`src/hw/rtl/assert_macros.svh`:
```
// Assertion helpers shared by the RTL. Both expect clk and arst_n in scope.
`ifndef ASSERT_MACROS_SVH
`define ASSERT_MACROS_SVH

// Condition c must hold in the same cycle as a.
`define BMG_ASSERT_NOW(lbl, a, c) \
	lbl: assert property (@(posedge clk) disable iff (!arst_n) (a) |-> (c)) \
		else $error("same-cycle check failed");

// Condition c must hold in the cycle after a.
`define BMG_ASSERT_NEXT(lbl, a, c) \
	lbl: assert property (@(posedge clk) disable iff (!arst_n) (a) |=> (c)) \
		else $error("next-cycle check failed");

`endif

```
`src/hw/rtl/bmg_pkg.sv`:
```
`timescale 1ns / 1ps
package bmg_pkg;

	// Default width of the uniform input codes.
	localparam int UNIFORM_BITS_DEF = 24;

	// Configuration port geometry.
	localparam int STD_W     = 24;
	localparam int DATA_W    = 32;
	localparam int CFG_IDX_W = 1;

	typedef enum logic [CFG_IDX_W-1:0] {
		REG_STD_SCALE   = 1'b0,
		REG_MEAN_OFFSET = 1'b1
	} reg_idx_t;

	localparam logic [STD_W-1:0]  STD_RESET  = 24'd65536;
	localparam logic [DATA_W-1:0] MEAN_RESET = 32'd0;

	// Fixed-point constants.
	localparam logic [28:0] LN2X2_Q28  = 29'd372130559;
	localparam logic [30:0] HALFPI_Q30 = 31'd1686629713;
	localparam logic [30:0] ONE30      = 31'h4000_0000;

	// Internal widths.
	localparam int FRAC_W = 30;
	localparam int S_W    = 36;
	localparam int ROOT_W = 31;
	localparam int MAG_W  = 33;
	localparam int TRIG_W = 31;
	localparam int ABS_W  = 28;

	// Latency of each pipeline section in cycles.
	localparam int LOG_LAT   = 34;
	localparam int SQRT_LAT  = 31;
	localparam int MAG_LAT   = 1;
	localparam int TRIG_LAT  = 19;
	localparam int FIN_LAT   = 3;
	localparam int TRIG_DLY  = LOG_LAT + SQRT_LAT + MAG_LAT - TRIG_LAT;
	localparam int TOTAL_LAT = LOG_LAT + SQRT_LAT + MAG_LAT + FIN_LAT;

	typedef enum logic [1:0] {
		QUAD_0 = 2'd0,
		QUAD_1 = 2'd1,
		QUAD_2 = 2'd2,
		QUAD_3 = 2'd3
	} quad_t;

	// Trig magnitudes and signs for both outputs.
	typedef struct packed {
		logic [TRIG_W-1:0] cmag;
		logic              cneg;
		logic [TRIG_W-1:0] smag;
		logic              sneg;
	} trig_t;

endpackage

```
`src/hw/rtl/bmg_sqrt.sv`:
```
`timescale 1ns / 1ps
module bmg_sqrt (
	input  logic                        clk,
	input  logic                        en,
	input  logic [bmg_pkg::S_W-1:0]     radicand,
	output logic [bmg_pkg::ROOT_W-1:0]  root
);
	import bmg_pkg::*;

	localparam int V_W   = 2 * ROOT_W;
	localparam int REM_W = 34;

	logic [V_W-1:0]    v_s    [0:ROOT_W-1];
	logic [REM_W-1:0]  rem_s  [0:ROOT_W-1];
	logic [ROOT_W-1:0] root_s [0:ROOT_W-1];

	// Restoring square root, one result bit per stage.
	for (genvar i = 0; i < ROOT_W; i++) begin : g_bit
		logic [V_W-1:0]    v_prev;
		logic [REM_W-1:0]  rem_prev;
		logic [ROOT_W-1:0] root_prev;
		logic [REM_W-1:0]  rem_t;
		logic [REM_W-1:0]  trial;

		if (i == 0) begin : g_first
			assign v_prev    = {radicand, 26'd0};
			assign rem_prev  = '0;
			assign root_prev = '0;
		end else begin : g_next
			assign v_prev    = v_s[i-1];
			assign rem_prev  = rem_s[i-1];
			assign root_prev = root_s[i-1];
		end

		always_comb begin
			rem_t = {rem_prev[REM_W-3:0], v_prev[V_W-1-2*i -: 2]};
			trial = REM_W'({root_prev, 2'b01});
		end

		always_ff @(posedge clk) begin
			if (en) begin
				v_s[i] <= v_prev;
				if (rem_t >= trial) begin
					rem_s[i]  <= rem_t - trial;
					root_s[i] <= {root_prev[ROOT_W-2:0], 1'b1};
				end else begin
					rem_s[i]  <= rem_t;
					root_s[i] <= {root_prev[ROOT_W-2:0], 1'b0};
				end
			end
		end
	end

	assign root = root_s[ROOT_W-1];

endmodule

```
`config.mk`:
```
export PLATFORM = sky130hd
export DESIGN_NAME = bmg_sqrt
export DESIGN_NICKNAME = d
export VERILOG_FILES = /design/src/hw/rtl/assert_macros.svh /design/src/hw/rtl/bmg_pkg.sv /design/src/hw/rtl/bmg_sqrt.sv
export SDC_FILE = /design/constraint.sdc
export NUM_CORES = 2
export LEC_CHECK = 0
export BUFFER_PORTS_ARGS = -buffer_cell sky130_fd_sc_hd__buf_2
export CAP_MARGIN = 0
export CORE_ASPECT_RATIO = 0.75
export CORE_MARGIN = 5
export CORE_UTILIZATION = 45
export DETAILED_ROUTE_END_ITERATION = 7
export PLACE_DENSITY = 0.65
export SLEW_MARGIN = 20
export SYNTH_ARGS = -nofsm -noshare
export SYNTH_HDL_FRONTEND = slang
export SYNTH_SLANG_ARGS = --single-unit
```
`constraint.sdc`:
```
create_clock -name clk -period 4.4 [get_ports clk]
set_input_delay 0.44 -clock clk [delete_from_list [all_inputs] [get_ports clk]]
set_output_delay 0.44 -clock clk [all_outputs]
set_load 0.02 [all_outputs]
```
======== Yosys cells after proc, flatten, opt, wreduce, memory -nomap -nowiden ========
Memory sizes are Yosys's and may differ from the RTL's.
Index checks and enable logic that the tools add are counted.
word-level totals
  output and inout port bits .............. 31
  memories ................................ 3
  input port bits ......................... 38
  flip-flop bits (word level) ............. 0
  memory bits (writable) .................. 3937
operators by class
  $lt $le $gt $ge ......................... 31
  mux-type cells .......................... 250
  bitwise operators ....................... 62
  add/subtract/negate cells ............... 31
memory list
  memory  depth  width  rd ports  clocked after Yosys merged registers in  write ports  RTL line        RTL
  v_s     31     62     30        0                                        31           bmg_sqrt.sv:13  logic [V_W-1:0] v_s [0:ROOT_W-1];
  rem_s   31     34     30        0                                        31           bmg_sqrt.sv:14  logic [REM_W-1:0] rem_s [0:ROOT_W-1];
  root_s  31     31     31        0                                        31           bmg_sqrt.sv:15  logic [ROOT_W-1:0] root_s [0:ROOT_W-1];
operators by type and width
  cell                                                  number
  2-to-1 mux 34 bit                                     31
  >= comparator 34 x 33 -> 1 bit                        30
  subtractor 34 x 33 -> 34 bit                          30
  2-to-1 mux 31 bit                                     31
  2-to-1 mux 1 bit                                      188
  OR 1 bit                                              62
  subtractor 2 x 1 -> 3 bit (second input constant)     1
  >= comparator 2 x 1 -> 1 bit (second input constant)  1

======== Depth between registers and ports, before layout ========
An unclocked memory read counts as a cell.
  word-level depth ........................ 6
  gate-level depth with buffers ........... 17

======== Worst setup path before layout ========
No wires, ideal clock.
  path kind ............................... reg-to-reg
  from .................................... mem rem_s[3][13], in the netlist rem_s[0][115]
  to ...................................... mem rem_s[4][16], in the netlist rem_s[0][152], data pin
  path slack .............................. 0.264 ns
  stages on the path, launching flop included .. 12
  clock period less this slack ............ 4.136 ns
  arrival ................................. 3.864 ns
  data required time ...................... 4.129 ns
  path buffers ............................ 1
  library setup time ...................... 0.271 ns
  cell sequence ........................... edfxtp_1 > or4_1 > or4_4 > or4_4 > or4b_4 > or4_1 > or4_4 > nand2b_1 > or2_1 > buf_4 > nor4_1 > xor2_1
RTL lines
  item             RTL line
  start, declared  bmg_sqrt.sv:14

==> results.yml <==
run_status:
  status: "complete, no violations"
global_routing:
  antenna_found_initial: 3
  use_met1_pct: 24.9
  busiest_layer: "met2"
  gr-usage-met2_pct: 24.9
  grt_pass1_wl_mm: 279
  grt.total_usage_pct: 16.6
  grt_max_degree: 163
  grt_pass1_vias: 53800
  gr-total-overflow: 0
  use_met3_pct: 3.02
cells_and_area:
  multi_input_area_um2: 33200
  syn_to_final_growth_pct: 11.4
  final_common_cell: "edfxtp_1"
  fill_cells: 16800
  regArea_um2: 51100
  nets: 8250
  postLayoutCellArea_um2: 97400
  mostFrequentLayoutCells: "edfxtp_1 (1702), inv_1 (678), nand2_1 (616), o21ai_0 (505), ha_1 (504)"
  post-route-util_pct: 50.3
  drive_gt1_share_pct: 6.63
pwr:
  power_density_nw_per_um2: 500
  total_leakage_power_uw: 0.0377
  ir_worst_vdd_v: 0.000332
  finalPower_uw: 48700
logic_synthesis:
  synth-main-ff-cell: "edfxtp_1"
  yosysUniqueCellTypes: 77
  synth-simple-area-share_pct: 11.6
  synth_xor_area_share_pct: 7.14
  yosysSeqAreaShare_pct: 58.5
  synth_top_family_by_area: "simple AND/OR/NAND/NOR gates"
  muxShareOfSynthArea_pct: 0.642
  yosysTopAreaCell: "edfxtp_1"
  synth_compound_area_share_pct: 11.0
  post_synth_main_area_contributors: "edfxtp_1 (59%), ha_1 (7.2%), xor2_1 (3.7%), xnor2_1 (3.5%), inv_1 (2.9%)"
  synth_seq_cells: 1703
  yosysTopAreaCellShare_pct: 58.5
  synth_fa_ha_area_share_pct: 7.49
  syn_area_um2: 87400
  syn_inst: 7464
  synth_edf_count: 1702
  yosys_warnings: 0
  async_flop_share_pct: 0
  synth_fp_nets: 8018
  syn_avg_cell_area_um2: 11.7
timing:
  tightest_slew_ns: 1.06
  slew_headroom_pct: 29.2
  fin_skew_ns: 0.0533
  finalSetupTns_ns: 0
  setup_viol_count_final: 0
  finalHoldViolations: 0
  max_freq_ghz: 0.236
  min_period_over_period_pct: 96.3
  fin_crit_ns: 4.24
  rsz0062_at_grt: "false"
  slew_violations: 0
clock_network:
  clk_pin_slew_ns: 0.06
  cts_sinks: 1703
  tritoncts: "done"
  htreeDepth: 4
  root_buffer: "clkbuf_16"
  clock_latency_ns: 0.83
  numCtsBuffers: 177
  cts_buffer_depth: 3
  cts_setup_buffers: 0
routing:
  drt-initial-drc-count: 4616
  antenna_left: 0
  firstDrtPassIters: 6
  routed_wl_mm: 172
  post_drt_via_cell_ratio: 5.35
  vias: 55600
  wl_per_cell_um: 16.5
  drc_errors: 0
setup_path:
  crit_top_cell: "or4_4"
  slowest_stage: "or4_1"
  critPathLaunchType: "flop"
  end_kind: "flop"
  crit_arrival_ns: 4.82
  max_stage_delay_ns: 0.57
  required_ns: 4.98
  critPathKind: "reg -> reg"
  r2r_setup_slack_ns: 0.16
  crit_fanout: 11
  crit_chain: "or4_1 > or4_4 > or4_4 > or4b_4 > or4_1 > or4_4 > buf_4 > buf_4 > mux2_2"
floorplan:
  die_y_um: 392
  die_w_um: 519
  initial_core_util_pct: 45.1
  row_count: 140
  die_area_um2: 203000
  fp.coreArea_um2: 194000
  ios: 69
place:
  dp_hpwl_mm: 126
  place_congestion: 0.869
  post_dp_cell_area_um2: 91300
  io_buffers: 68
flow_run:
  cap_viol_max_count: 0
min_path:
  holdCritPathClass: "in -> reg"
==> metal layers <==
layer / vias to the layer above / share of wire, %
li1: 27600 / -
met1: 26400 / 50
met2: 1238 / 43
met3: 246 / 5.7
met4: 0 / 1.9
met5: - / 0
==> worst max-delay path: cells and delay by family (launching register included) <==
family / cells / cell delay, ns
flops: 1 / 0.39
mux: 1 / 0.28
simple gates: 6 / 3.02
buf+inv: 2 / 0.31
==> kinds of logic (layout without fill, tap and decap cells) <==
group | count (synthesis) | after routing
other | 0 | 1
XOR/XNOR | 712 | 712
AO/OA/AOI/OAI | 1574 | 1574
AND/OR/NAND/NOR | 2073 | 2073
flip-flops | 1703 | 1703
adder cells (fa/ha/maj) | 516 | 516
multiplexers | 51 | 51
buffers and inverters | 835 | 1209
==> cell usage after synthesis, types with 57 or more instances <==
cell type	number
ha_1	504
a21o_1	208
nor4_1	94
or3_1	72
nor2_1	472
o21a_1	82
nand4_1	57
nand2b_1	107
nor3_1	202
nor2b_1	83
xor2_1	366
xnor2_1	346
a21oi_1	426
clkbuf_1	153
nand2_1	617
nand3_1	119
edfxtp_1	1702
o21ai_0	505
inv_1	678
o31ai_1	59
==> final timing paths <==
check | startpoint | end | cells past startpoint
worst max-delay path | rem_s[0][115]$_DFFE_PP_ | rem_s[0][139]$_DFFE_PP_ | 9
worst min-delay path | radicand[28] | v_s[0][54]$_DFFE_PP_ | 2
worst max register to register | rem_s[0][115]$_DFFE_PP_ | rem_s[0][139]$_DFFE_PP_ | 9
worst min register to register | v_s[0][336]$_DFFE_PP_ | v_s[0][398]$_DFFE_PP_ | 0
==> report_power, final <==
part | total [uW] | switching (uW) | internal (uW) | leakage, uW
Clock | 14500 | 6420 | 8090 | 0.00272
Combinational | 11500 | 6550 | 5000 | 0.0188
Sequential | 22600 | 1570 | 21000 | 0.0162
==> stage by stage <==
stage	hold WS [ns]	cells	worst slack, ns
after floorplan	0.400	7464	0.264
after global placement	0.400	10000	0.105
after detailed placement	0.405	10000	0.0799
after CTS	0.226	10400	0.0696
after global routing	0.236	10400	0.0454
final	0.310	10400	0.162
==> registers in the layout, summed over array words and instances (netlist names) <==
register  cells
rem_s       901
root_s      496
v_s         306
==> repair_timing <==
item	4_1_cts	5_1_grt
hold buffers	37	0
resized for setup	0	7
hold endpoints to repair	38	0
setup endpoints to repair	0	31
==> layout make-up <==
cell class	instances	share of cell area [%]
antenna	1	0.00257
clock inverter	99	1.04
timing repair buffer	210	1.71
inverter	678	2.61
clock buffer	222	4.73
sequential	1703	52.5
multi-input combinational	4926	34.1
tap	2556	3.28
Power figures use the tool's default switching activity.
